===== config.mk =====
export PLATFORM = sky130hd
export DESIGN_NAME = rto_and_congestion_window_control_core
export DESIGN_NICKNAME = d
export VERILOG_FILES = /design/src/hw/rtl/rcw_pkg.sv /design/src/hw/rtl/rcw_front.sv /design/src/hw/rtl/rcw_queue.sv /design/src/hw/rtl/rcw_div.sv /design/src/hw/rtl/rcw_back.sv /design/src/hw/rtl/rto_and_congestion_window_control_core.sv
export SDC_FILE = /design/constraint.sdc
export NUM_CORES = 2
export LEC_CHECK = 0
export BUFFER_PORTS_ARGS = -buffer_cell sky130_fd_sc_hd__buf_2
export CAP_MARGIN = 10
export CORE_MARGIN = 4
export CORE_UTILIZATION = 55
export DETAILED_ROUTE_END_ITERATION = 8
export PLACE_DENSITY = 0.83
export RECOVER_POWER = 25
export SYNTH_ARGS = -nofsm -noshare
export SYNTH_HDL_FRONTEND = slang
export SYNTH_SLANG_ARGS = --single-unit
export TNS_END_PERCENT = 20

===== constraint.sdc =====
create_clock -name clk -period 24.9 [get_ports clk]
set_input_delay 2.49 -clock clk [delete_from_list [all_inputs] [get_ports clk]]
set_output_delay 2.49 -clock clk [all_outputs]
set_load 0.05 [all_outputs]

===== src/hw/rtl/rcw_pkg.sv =====
// Shared types, codes and constants of the RTO and congestion window control core.
// Used by every module of the core; depends on nothing else.
`timescale 1ns / 1ps

package rcw_pkg;

  localparam logic [1:0] CMD_RTT   = 2'd0;
  localparam logic [1:0] CMD_ACK   = 2'd1;
  localparam logic [1:0] CMD_FLUSH = 2'd2;

  localparam logic [1:0] KIND_NONE  = 2'd0;
  localparam logic [1:0] KIND_RTT   = 2'd1;
  localparam logic [1:0] KIND_ACK   = 2'd2;
  localparam logic [1:0] KIND_FLUSH = 2'd3;

  localparam logic [2:0] REG_MAX_SEGMENT   = 3'd0;
  localparam logic [2:0] REG_TICK_INTERVAL = 3'd1;
  localparam logic [2:0] REG_MIN_RTO       = 3'd2;
  localparam logic [2:0] REG_SEND_WINDOW   = 3'd3;
  localparam logic [2:0] REG_NO_CONGESTION = 3'd4;
  localparam logic [2:0] REG_FAST_RESEND   = 3'd5;

  localparam logic [15:0] RTO_CEILING  = 16'd60000;
  localparam logic [15:0] RTO_RESET    = 16'd200;
  localparam logic [15:0] THRESH_FLOOR = 16'd2;

  localparam int QUEUE_DEPTH = 4;
  localparam int QPTR_W      = 2;

  localparam int DIV_N     = 33;
  localparam int DIV_CNT_W = 6;

  typedef struct packed {
    logic [13:0] max_segment;
    logic [12:0] tick_interval;
    logic [15:0] min_rto;
    logic [15:0] send_window;
    logic        no_congestion;
    logic [7:0]  fast_resend;
  } cfg_t;

  typedef struct packed {
    logic [1:0]  kind;
    logic [30:0] rtt;
    logic [15:0] remote_window;
    logic [15:0] in_flight;
    logic        fast_seen;
    logic        lost_seen;
  } entry_t;

endpackage


===== src/hw/rtl/rcw_front.sv =====
// Front end: accepts input items, classifies the event and pushes it to the queue.
// Depends on rcw_pkg.
`timescale 1ns / 1ps

module rcw_front (
  input  logic            clk,
  input  logic            rst,
  input  logic            in_valid,
  output logic            in_ready,
  input  logic [1:0]      in_cmd,
  input  logic [31:0]     in_rtt,
  input  logic [15:0]     in_remote,
  input  logic [15:0]     in_flight,
  input  logic            in_fast,
  input  logic            in_lost,
  output logic            push,
  output rcw_pkg::entry_t push_entry,
  input  logic            q_full
);
  import rcw_pkg::*;

  logic   hold_valid;
  entry_t hold;
  entry_t cls;

  always_comb begin
    cls.rtt           = in_rtt[30:0];
    cls.remote_window = in_remote;
    cls.in_flight     = in_flight;
    cls.fast_seen     = in_fast;
    cls.lost_seen     = in_lost;
    unique case (in_cmd)
      CMD_RTT:   cls.kind = in_rtt[31] ? KIND_NONE : KIND_RTT;
      CMD_ACK:   cls.kind = KIND_ACK;
      CMD_FLUSH: cls.kind = KIND_FLUSH;
      default:   cls.kind = KIND_NONE;
    endcase
  end

  assign push       = hold_valid && !q_full;
  assign push_entry = hold;
  assign in_ready   = !rst && (!hold_valid || !q_full);

  always_ff @(posedge clk) begin
    if (rst) begin
      hold_valid <= 1'b0;
    end else if (in_ready) begin
      hold_valid <= in_valid;
    end
  end

  always_ff @(posedge clk) begin
    if (in_valid && in_ready) begin
      hold <= cls;
    end
  end

endmodule


===== src/hw/rtl/rcw_queue.sv =====
// Short event queue between the front end and the execution back end.
// Depends on rcw_pkg.
`timescale 1ns / 1ps

module rcw_queue (
  input  logic            clk,
  input  logic            rst,
  input  logic            push,
  input  rcw_pkg::entry_t push_entry,
  input  logic            pop,
  output rcw_pkg::entry_t head,
  output logic            full,
  output logic            empty
);
  import rcw_pkg::*;

  entry_t            slots [QUEUE_DEPTH];
  logic [QPTR_W-1:0] wr_ptr;
  logic [QPTR_W-1:0] rd_ptr;
  logic [QPTR_W:0]   count;

  assign full  = (count == (QPTR_W+1)'(QUEUE_DEPTH));
  assign empty = (count == '0);
  assign head  = slots[rd_ptr];

  always_ff @(posedge clk) begin
    if (push) begin
      slots[wr_ptr] <= push_entry;
    end
  end

  always_ff @(posedge clk) begin
    if (rst) begin
      wr_ptr <= '0;
      rd_ptr <= '0;
      count  <= '0;
    end else begin
      if (push) begin
        wr_ptr <= wr_ptr + 1'b1;
      end
      if (pop) begin
        rd_ptr <= rd_ptr + 1'b1;
      end
      if (push && !pop) begin
        count <= count + 1'b1;
      end else if (pop && !push) begin
        count <= count - 1'b1;
      end
    end
  end

endmodule


===== src/hw/rtl/rcw_div.sv =====
// Bit-serial restoring divider, one quotient bit per cycle.
// Depends on rcw_pkg.
`timescale 1ns / 1ps

module rcw_div (
  input  logic                   clk,
  input  logic                   rst,
  input  logic                   start,
  input  logic [rcw_pkg::DIV_N-1:0] dividend,
  input  logic [31:0]            divisor,
  output logic                   done,
  output logic [rcw_pkg::DIV_N-1:0] quotient
);
  import rcw_pkg::*;

  logic                 busy;
  logic [DIV_CNT_W-1:0] cnt;
  logic [31:0]          rem;
  logic [31:0]          den;
  logic [DIV_N-1:0]     quo;
  logic [32:0]          rem_sh;
  logic [33:0]          diff;
  logic                 take;

  assign rem_sh   = {rem, quo[DIV_N-1]};
  assign diff     = {1'b0, rem_sh} - {2'b0, den};
  assign take     = !diff[33];
  assign quotient = quo;

  always_ff @(posedge clk) begin
    if (rst) begin
      busy <= 1'b0;
      done <= 1'b0;
      cnt  <= '0;
    end else begin
      done <= 1'b0;
      if (start) begin
        busy <= 1'b1;
        cnt  <= '0;
      end else if (busy) begin
        cnt <= cnt + 1'b1;
        if (cnt == DIV_CNT_W'(DIV_N-1)) begin
          busy <= 1'b0;
          done <= 1'b1;
        end
      end
    end
  end

  always_ff @(posedge clk) begin
    if (start) begin
      rem <= '0;
      den <= divisor;
      quo <= dividend;
    end else if (busy) begin
      rem <= take ? diff[31:0] : rem_sh[31:0];
      quo <= {quo[DIV_N-2:0], take};
    end
  end

endmodule


===== src/hw/rtl/rcw_back.sv =====
// Back end: sequencer that carries out RTT, ACK and flush events on the state,
// with a shared multiplier, the serial divider and the result register.
// Depends on rcw_pkg and rcw_div.
`timescale 1ns / 1ps

module rcw_back (
  input  logic            clk,
  input  logic            rst,
  input  rcw_pkg::cfg_t   cfg,
  input  rcw_pkg::entry_t q_head,
  input  logic            q_empty,
  output logic            q_pop,
  output logic            out_valid,
  input  logic            out_ready,
  output logic [63:0]     out_data
);
  import rcw_pkg::*;

  localparam logic [4:0] ST_IDLE = 5'd0;
  localparam logic [4:0] ST_RTT1 = 5'd1;
  localparam logic [4:0] ST_RTT2 = 5'd2;
  localparam logic [4:0] ST_RTT3 = 5'd3;
  localparam logic [4:0] ST_RTT4 = 5'd4;
  localparam logic [4:0] ST_ACK1 = 5'd5;
  localparam logic [4:0] ST_ACK2 = 5'd6;
  localparam logic [4:0] ST_ACK3 = 5'd7;
  localparam logic [4:0] ST_ACK4 = 5'd8;
  localparam logic [4:0] ST_ACK5 = 5'd9;
  localparam logic [4:0] ST_ACK6 = 5'd10;
  localparam logic [4:0] ST_ACK7 = 5'd11;
  localparam logic [4:0] ST_ACK8 = 5'd12;
  localparam logic [4:0] ST_FL1  = 5'd13;
  localparam logic [4:0] ST_FL2  = 5'd14;
  localparam logic [4:0] ST_FL3  = 5'd15;
  localparam logic [4:0] ST_DONE = 5'd16;

  logic [4:0]  state;
  entry_t      ent;
  logic [31:0] srtt;
  logic [31:0] rvar;
  logic [15:0] rto;
  logic [15:0] win;
  logic [31:0] wb;
  logic [15:0] thr;
  logic [31:0] delta;
  logic [33:0] term;
  logic [15:0] eff_r;
  logic [30:0] mul_r;

  logic [13:0] mss;
  logic [15:0] rmt;
  logic [31:0] raw;
  logic [33:0] var_upd;
  logic [34:0] srtt_upd;
  logic [31:0] srtt_new;
  logic [33:0] var4;
  logic [33:0] tick34;
  logic [34:0] rto_sum;
  logic [34:0] rto_lo;
  logic [15:0] rto_cl;
  logic [15:0] eff_min;
  logic [15:0] eff_now;
  logic [15:0] fhalf;
  logic [15:0] fthr;
  logic [15:0] lhalf;
  logic [15:0] lthr;
  logic [15:0] resent;
  logic [16:0] mul_a;
  logic [30:0] mul_p;
  logic        div_start;
  logic [DIV_N-1:0] div_dividend;
  logic [31:0] div_divisor;
  logic        div_done;
  logic [DIV_N-1:0] div_q;
  logic        mss_nz;
  logic        out_load;

  assign mss    = cfg.max_segment;
  assign mss_nz = (mss != '0);
  assign rmt    = ent.remote_window;
  assign raw    = {1'b0, ent.rtt};

  assign var_upd  = {1'b0, rvar, 1'b0} + {2'b0, rvar} + {2'b0, delta};
  assign srtt_upd = {srtt, 3'b0} - {3'b0, srtt} + {3'b0, raw};
  assign srtt_new = (srtt_upd[34:3] == '0) ? 32'd1 : srtt_upd[34:3];
  assign var4     = {rvar, 2'b0};
  assign tick34   = {21'b0, cfg.tick_interval};
  assign rto_sum  = {3'b0, srtt} + {1'b0, term};
  assign rto_lo   = (rto_sum < {19'b0, cfg.min_rto}) ? {19'b0, cfg.min_rto} : rto_sum;
  assign rto_cl   = (rto_lo > {19'b0, RTO_CEILING}) ? RTO_CEILING : rto_lo[15:0];

  assign eff_min = (cfg.send_window < rmt) ? cfg.send_window : rmt;
  assign eff_now = (!cfg.no_congestion && win < eff_min) ? win : eff_min;

  assign fhalf  = {1'b0, ent.in_flight[15:1]};
  assign fthr   = (fhalf < THRESH_FLOOR) ? THRESH_FLOOR : fhalf;
  assign lhalf  = {1'b0, eff_r[15:1]};
  assign lthr   = (lhalf < THRESH_FLOOR) ? THRESH_FLOOR : lhalf;
  assign resent = (cfg.fast_resend != '0) ? {8'b0, cfg.fast_resend} : 16'hffff;

  always_comb begin
    case (state)
      ST_ACK2: mul_a = {3'b0, mss};
      ST_ACK5: mul_a = {1'b0, win} + 17'd1;
      ST_ACK8: mul_a = {1'b0, rmt};
      ST_FL3:  mul_a = {1'b0, win};
      default: mul_a = '0;
    endcase
  end

  assign mul_p = mul_a * mss;

  always_comb begin
    div_start    = 1'b0;
    div_dividend = '0;
    div_divisor  = 32'd1;
    case (state)
      ST_ACK3: begin
        div_start    = 1'b1;
        div_dividend = {5'b0, mul_r[27:0]};
        div_divisor  = (wb == '0) ? 32'd1 : wb;
      end
      ST_ACK6: begin
        div_start    = ({1'b0, mul_r} <= wb);
        div_dividend = {1'b0, wb} + {19'b0, mss} - {32'b0, mss_nz};
        div_divisor  = mss_nz ? {18'b0, mss} : 32'd1;
      end
      default: begin
        div_start = 1'b0;
      end
    endcase
  end

  rcw_div u_div (
    .clk      (clk),
    .rst      (rst),
    .start    (div_start),
    .dividend (div_dividend),
    .divisor  (div_divisor),
    .done     (div_done),
    .quotient (div_q)
  );

  assign q_pop    = (state == ST_IDLE) && !q_empty;
  assign out_load = (state == ST_DONE) && (!out_valid || out_ready);

  always_ff @(posedge clk) begin
    if (rst) begin
      out_valid <= 1'b0;
    end else if (out_load) begin
      out_valid <= 1'b1;
    end else if (out_ready) begin
      out_valid <= 1'b0;
    end
  end

  always_ff @(posedge clk) begin
    if (rst) begin
      state     <= ST_IDLE;
      srtt      <= '0;
      rvar      <= '0;
      rto       <= RTO_RESET;
      win       <= '0;
      wb        <= '0;
      thr       <= THRESH_FLOOR;
    end else begin
      unique case (state)
        ST_IDLE: begin
          if (!q_empty) begin
            ent <= q_head;
            unique case (q_head.kind)
              KIND_RTT:   state <= ST_RTT1;
              KIND_ACK:   state <= ST_ACK1;
              KIND_FLUSH: state <= ST_FL1;
              default:    state <= ST_DONE;
            endcase
          end
        end
        ST_RTT1: begin
          if (srtt == '0) begin
            srtt  <= raw;
            rvar  <= {1'b0, raw[31:1]};
            state <= ST_RTT3;
          end else begin
            delta <= (raw >= srtt) ? raw - srtt : srtt - raw;
            state <= ST_RTT2;
          end
        end
        ST_RTT2: begin
          rvar  <= var_upd[33:2];
          srtt  <= srtt_new;
          state <= ST_RTT3;
        end
        ST_RTT3: begin
          term  <= (var4 > tick34) ? var4 : tick34;
          state <= ST_RTT4;
        end
        ST_RTT4: begin
          rto   <= rto_cl;
          state <= ST_DONE;
        end
        ST_ACK1: begin
          if (win >= rmt) begin
            state <= ST_DONE;
          end else if (win < thr) begin
            win   <= win + 16'd1;
            wb    <= wb + {18'b0, mss};
            state <= ST_DONE;
          end else begin
            if (wb < {18'b0, mss}) begin
              wb <= {18'b0, mss};
            end
            state <= ST_ACK2;
          end
        end
        ST_ACK2: begin
          mul_r <= mul_p;
          state <= ST_ACK3;
        end
        ST_ACK3: begin
          state <= ST_ACK4;
        end
        ST_ACK4: begin
          if (div_done) begin
            wb    <= wb + div_q[31:0] + {22'b0, mss[13:4]};
            state <= ST_ACK5;
          end
        end
        ST_ACK5: begin
          mul_r <= mul_p;
          state <= ST_ACK6;
        end
        ST_ACK6: begin
          state <= div_start ? ST_ACK7 : ST_DONE;
        end
        ST_ACK7: begin
          if (div_done) begin
            if (div_q > {17'b0, rmt}) begin
              win   <= rmt;
              state <= ST_ACK8;
            end else begin
              win   <= div_q[15:0];
              state <= ST_DONE;
            end
          end
        end
        ST_ACK8: begin
          wb    <= {1'b0, mul_p};
          state <= ST_DONE;
        end
        ST_FL1: begin
          eff_r <= eff_now;
          state <= ST_FL2;
        end
        ST_FL2: begin
          if (ent.lost_seen) begin
            thr   <= lthr;
            win   <= 16'd1;
            wb    <= {18'b0, mss};
            state <= ST_DONE;
          end else if (ent.fast_seen) begin
            thr   <= fthr;
            win   <= fthr + resent;
            state <= ST_FL3;
          end else begin
            if (win == '0) begin
              win <= 16'd1;
              wb  <= {18'b0, mss};
            end
            state <= ST_DONE;
          end
        end
        ST_FL3: begin
          wb    <= {1'b0, mul_p};
          state <= ST_DONE;
        end
        ST_DONE: begin
          if (out_load) begin
            out_data  <= {eff_now, thr, win, rto};
            state     <= ST_IDLE;
          end
        end
        default: state <= ST_IDLE;
      endcase
    end
  end

  a_thr_floor: assert property (@(posedge clk) disable iff (rst)
    thr >= THRESH_FLOOR)
    else $error("slow start threshold below floor");

  a_rto_ceiling: assert property (@(posedge clk) disable iff (rst)
    rto <= RTO_CEILING)
    else $error("retransmit timeout above ceiling");

  a_flush_floor: assert property (@(posedge clk) disable iff (rst)
    (state == ST_DONE && ent.kind == KIND_FLUSH) |-> (win != '0))
    else $error("window left at zero after flush");

  a_div_wait: assert property (@(posedge clk) disable iff (rst)
    div_done |-> (state == ST_ACK4 || state == ST_ACK7))
    else $error("divider finished outside a wait step");

endmodule


===== src/hw/rtl/rto_and_congestion_window_control_core.sv =====
// Top level of the RTO and congestion window control core; depends on rcw_pkg, rcw_front,
// rcw_queue, rcw_div and rcw_back. An ACK advance in congestion avoidance waits for one or
// two runs of the serial divider. One event executes at a time, while the input register
// and four-entry queue keep accepting items. Synchronous reset, no clearing.
`timescale 1ns / 1ps

module rto_and_congestion_window_control_core (
  input  logic        clk,
  input  logic        rst,
  input  logic        s_axis_tvalid,
  output logic        s_axis_tready,
  input  logic [71:0] s_axis_tdata,  // rtt_sample, remote_window, in_flight,
                                     // fast_resend_seen, timeout_seen, zero pad
  input  logic [1:0]  s_axis_tuser,  // cmd
  output logic        m_axis_tvalid,
  input  logic        m_axis_tready,
  output logic [63:0] m_axis_tdata,  // retransmit_timeout, congestion_window,
                                     // slow_start_threshold, effective_window
  input  logic        cfg_valid,
  output logic        cfg_ready,
  input  logic [2:0]  cfg_index,
  input  logic [15:0] cfg_data
);
  import rcw_pkg::*;

  cfg_t   cfg;
  entry_t push_entry;
  entry_t q_head;
  logic   push;
  logic   q_pop;
  logic   q_full;
  logic   q_empty;

  assign cfg_ready = !rst;

  always_ff @(posedge clk) begin
    if (rst) begin
      cfg.max_segment   <= 14'd1376;
      cfg.tick_interval <= 13'd100;
      cfg.min_rto       <= 16'd100;
      cfg.send_window   <= 16'd32;
      cfg.no_congestion <= 1'b0;
      cfg.fast_resend   <= 8'd0;
    end else if (cfg_valid && cfg_ready) begin
      unique case (cfg_index)
        REG_MAX_SEGMENT:   cfg.max_segment   <= cfg_data[13:0];
        REG_TICK_INTERVAL: cfg.tick_interval <= cfg_data[12:0];
        REG_MIN_RTO:       cfg.min_rto       <= cfg_data;
        REG_SEND_WINDOW:   cfg.send_window   <= cfg_data;
        REG_NO_CONGESTION: cfg.no_congestion <= cfg_data[0];
        REG_FAST_RESEND:   cfg.fast_resend   <= cfg_data[7:0];
        default: ;
      endcase
    end
  end

  rcw_front u_front (
    .clk        (clk),
    .rst        (rst),
    .in_valid   (s_axis_tvalid),
    .in_ready   (s_axis_tready),
    .in_cmd     (s_axis_tuser),
    .in_rtt     (s_axis_tdata[31:0]),
    .in_remote  (s_axis_tdata[47:32]),
    .in_flight  (s_axis_tdata[63:48]),
    .in_fast    (s_axis_tdata[64]),
    .in_lost    (s_axis_tdata[65]),
    .push       (push),
    .push_entry (push_entry),
    .q_full     (q_full)
  );

  rcw_queue u_queue (
    .clk        (clk),
    .rst        (rst),
    .push       (push),
    .push_entry (push_entry),
    .pop        (q_pop),
    .head       (q_head),
    .full       (q_full),
    .empty      (q_empty)
  );

  rcw_back u_back (
    .clk       (clk),
    .rst       (rst),
    .cfg       (cfg),
    .q_head    (q_head),
    .q_empty   (q_empty),
    .q_pop     (q_pop),
    .out_valid (m_axis_tvalid),
    .out_ready (m_axis_tready),
    .out_data  (m_axis_tdata)
  );

endmodule


==> results.txt <==
- The run finished, with violations left.
- The final reports fail on capacitance limit, slew limit.
- No sink is reached through more buffers than the 3 on the longest clock path.
- For the worst-skew pair, the clock arrives at the later sink with an insertion delay of 0.78 ns.
- Synthesis produced a netlist whose cell count is 6,294.
- The count of nets left with antenna violations once routing finished came out at 0.
* Cell taking the most area after synthesis: edfxtp_1
* Avg Vias per Cell: 6.405
* Worst Hold Class: reg2reg
- Critical-path cell with the highest stage delay: nor4_1
- In the final layout, the multi-input gates occupy 35,690 um2.
- Crit path max fanout: 9
- The synthesized netlist occupies a cell area of 63,290 um2.
- Seq cells post-synth: 901
- Setup violations remaining at the end of the flow were counted as 0.
- Summing all flip-flop and latch instances after layout gives 24,390 um2.
* Final period demand of the worst path: 9.682 ns
* Worst Path Class, Setup: reg2reg
- At the worst endpoint, the arrival time is 10.21 ns.
- For this run, the slowest stage of the critical path takes 0.64 ns.
- Maximum number of pins on one net before global-route repair: 139
* Count of buffers inserted at the top-level ports: 156
* Worst Hold End: u_back.out_data[9]
- Largest cells by area after synthesis: edfxtp_1 (30%), ha_1 (12%), dfxtp_1 (8.4%)
- Final total negative setup slack: 0 ns
- STA classifies the critical path startpoint as a flip-flop.
- Row cnt: 124
- Routability congestion estimate: 0.9974
* Util after Layout: 60.43%
- The number of hold violations in the final report was 0.
- Once placement finished, the instance area stood at 65,690 um2.
- TritonCTS buffer count: 97
- In the final layout, the share of cells above drive strength 1 is 8.605%.
- Number of global-route vias before repair: 50,500
- The die covers 120,600 um2.
* WHS Path Cells: 0
- Total non-filler cell area in the finished layout: 69,100 um2
* DR vias: 50,960
- Fraction of the yosys area taken by sequential cells: 38.53%
- Total of cells resized after clock tree synthesis: 0
- Worst EP required: 25.43 ns
* Number of maximum-capacitance constraint violations: 1
- The net count of the finished layout is 7,308.
* Initial cell density of the core: 55.35%
- For this block, the routed nets add up to 184,400 um of wire.
- In this run the power density over the cells is 116.9 nW/um2.
- The HPWL after detailed placement is 134,100 um.
* CORE AREA: 114,300 um2
- Start point of the worst min-delay path: u_back.rto[9]
- Boundary pin count: 165
- Max Clock Skew: 0.09949 ns
* 1st-iter DRT viols: 5,701
- After clock tree synthesis, the setup repair step added 0 buffers.
- # hold bufs at CTS: 0
- Number of search-and-repair iterations in the first detailed-routing pass: 9
* Worst Hold Slack: 0.4320 ns
* Maximum frequency from static timing analysis: 103.3 MHz
- Wire length of the first global-routing pass: 286,100 um
- Final Max Slew Viols: 67
- For this run, the total global-route usage over all layers was measured as 29.92%.
- In the synthesized netlist the dominant register cell turns out to be edfxtp_1.
- Of all flip-flops after synthesis, the portion carrying an async set or reset was 0%.
- Headroom to the max-slew limit came out at -168.6%.
- Residual DRC: 0
- Synthesized area per cell: 10.05 um2
- The startpoint identified for the worst register-to-register timing path is u_back.win[0].
- Area growth, synth to finish: 9.189%
- The synthesized design devotes to its leading area cell type 30.08% of total area.
- In this run the critical register-to-register path is captured at u_back.mul_r[30].
- Warnings from Yosys: 0
* TritonCTS clock tree: yes
* Routed WL per cell: 23.18 um
- The worst register-to-register path has a setup slack of 15.22 ns.
- Clock tree sinks: 901
- The die is 347.2 um wide.
* Clock transition at the registers of the reported paths: 0.06 ns
- Dividing the final minimum period by the clock period gives 38.89%.
* EDFF count, synth: 634
- Unrepaired setup endpoints after global routing: no
* Number of H-tree branching levels: 3
* Buffer type at the clock tree root: clkbuf_16
- The number of antenna violations at the first check in global routing was 8.
- The filler cells instantiated in the layout total 8,954.
- Count of different cell masters after synthesis: 88
- The analysis attributes to cell leakage a power of 28.85 nW.
- For this run the aggregate overflow at the end of global routing stands at 0.
- Across the VDD grid, the largest voltage drop is 0.09564 mV.
- Leaving out fill and tap cells, the most frequent cells in the layout are edfxtp_1 (634), inv_1 (600), ha_1 (595).
- Synthesis produced a netlist with a net count of 7,244.
- Number of cells on the worst reg-to-reg path: 28
- At the pin with the least slew margin, the transition time is 4.029 ns.
- Kind of end point of the critical path: flip-flop
* Most frequent CP cell: fa_1
- The floorplan step set the die height to 347.2 um.
- Most common cell after layout, fill and taps aside: edfxtp_1
[state kept, by name, summed over array words and instances, names as in the netlist, 6 cells and up, named ones only]
| register | count |
|---|---|
| u_back.mul_r | 31 |
| u_back.wb | 32 |
| u_back.delta | 32 |
| u_back.win | 16 |
| u_back.rmt | 16 |
| u_back.thr | 15 |
| cfg | 68 |
| u_back.out_data | 63 |
| u_back.ent | 48 |
| u_back.rto | 16 |
| u_front.push_entry | 66 |
| u_back.srtt | 32 |
| u_back.u_div.quotient | 33 |
| u_back.rvar | 32 |
| u_back.u_div.den | 32 |
| u_back.term | 34 |
| u_back.eff_r | 15 |
| u_queue.slots | 264 |
| u_back.u_div.rem | 32 |
| u_back.u_div.cnt | 6 |
[synth_stat cells (117+ instances only)]
library cell,instances
mux2i_1,117
edfxtp_1,634
fa_1,257
inv_1,600
a21o_1,188
xnor2_1,150
clkbuf_1,251
nand2_1,528
a21oi_1,467
o21ai_0,313
ha_1,595
nor2_1,414
dfxtp_1,267
[logic make-up (layout without fill, tap and decap cells)]
family / after synthesis / count (layout) / share of synthesized area [%]
muxes: 209 / 209 / 4.662
DFF: 901 / 901 / 38.53
other: 1 / 7 / 0.005926
buffers and inverters: 884 / 1028 / 5.263
AOI/OAI and AO/OA: 1630 / 1630 / 16.67
and+or+nand+nor: 1586 / 1586 / 11.78
adders and majority gates: 852 / 852 / 19.89
xor gates and xnor gates: 231 / 231 / 3.197
[metal layers]
| layer | vias to the layer above | part of all wire, % | GRT usage (%) |
|---|---|---|---|
| li1 | 22860 | - | - |
| met1 | 24500 | 38 | 38.87 |
| met2 | 2937 | 45 | 46.89 |
| met3 | 650 | 12 | 8.095 |
| met4 | 4 | 5.3 | 13.81 |
| met5 | - | 0.015 | 0 |
[where the power goes]
part / internal [mW] / switching (mW) / leakage, nW
sequential: 1.88 / 0.284 / 7.93
clock: 0.882 / 0.647 / 1.63
combinational: 1.71 / 2.67 / 19.3
total: 4.47 / 3.60 / 28.8
[how the worst max path moves through the flow]
stage / from / to / slack (ns) / depth (start not counted)
floorplan: u_back.state[3] / u_back.mul_r[30] / 16.85 / 31
global placement: u_back.win[0] / u_back.mul_r[30] / 15.82 / 28
detailed placement: u_back.win[1] / u_back.mul_r[30] / 15.65 / 28
CTS: u_back.win[1] / u_back.mul_r[30] / 15.54 / 28
global route: u_back.win[0] / u_back.mul_r[30] / 15.10 / 32
finish: u_back.win[0] / u_back.mul_r[30] / 15.22 / 28
[through the flow]
stage	power, mW	setup slack [ns]	std cells
after floorplan	5.298	16.85	6294
after global routing	8.573	15.10	7950
after global placement	6.258	15.82	7770
after detailed placement	6.387	15.65	7770
final	8.077	15.22	7956
after CTS	7.957	15.54	7949
[area by class of cell]
cell class,instances,area share [%]
sequential,901,35.29
timing repair buffer,243,2.086
clock inverter,59,1.144
clock buffer,120,3.773
tap,1512,2.738
multi-input combinational,4509,51.65
antenna,6,0.02173
inverter,606,3.292
[worst max-delay path, delay by kind of cell, from the launching register on]
family	cells	cell delay, ns
AO/OA/AOI/OAI	10	2.51
adder cells (fa/ha/maj)	8	3.74
buffers and inverters	3	0.17
flip-flops	1	0.55
XOR/XNOR	1	0.22
AND/OR/NAND/NOR	6	2.30
Power figures use the tool's default switching activity.
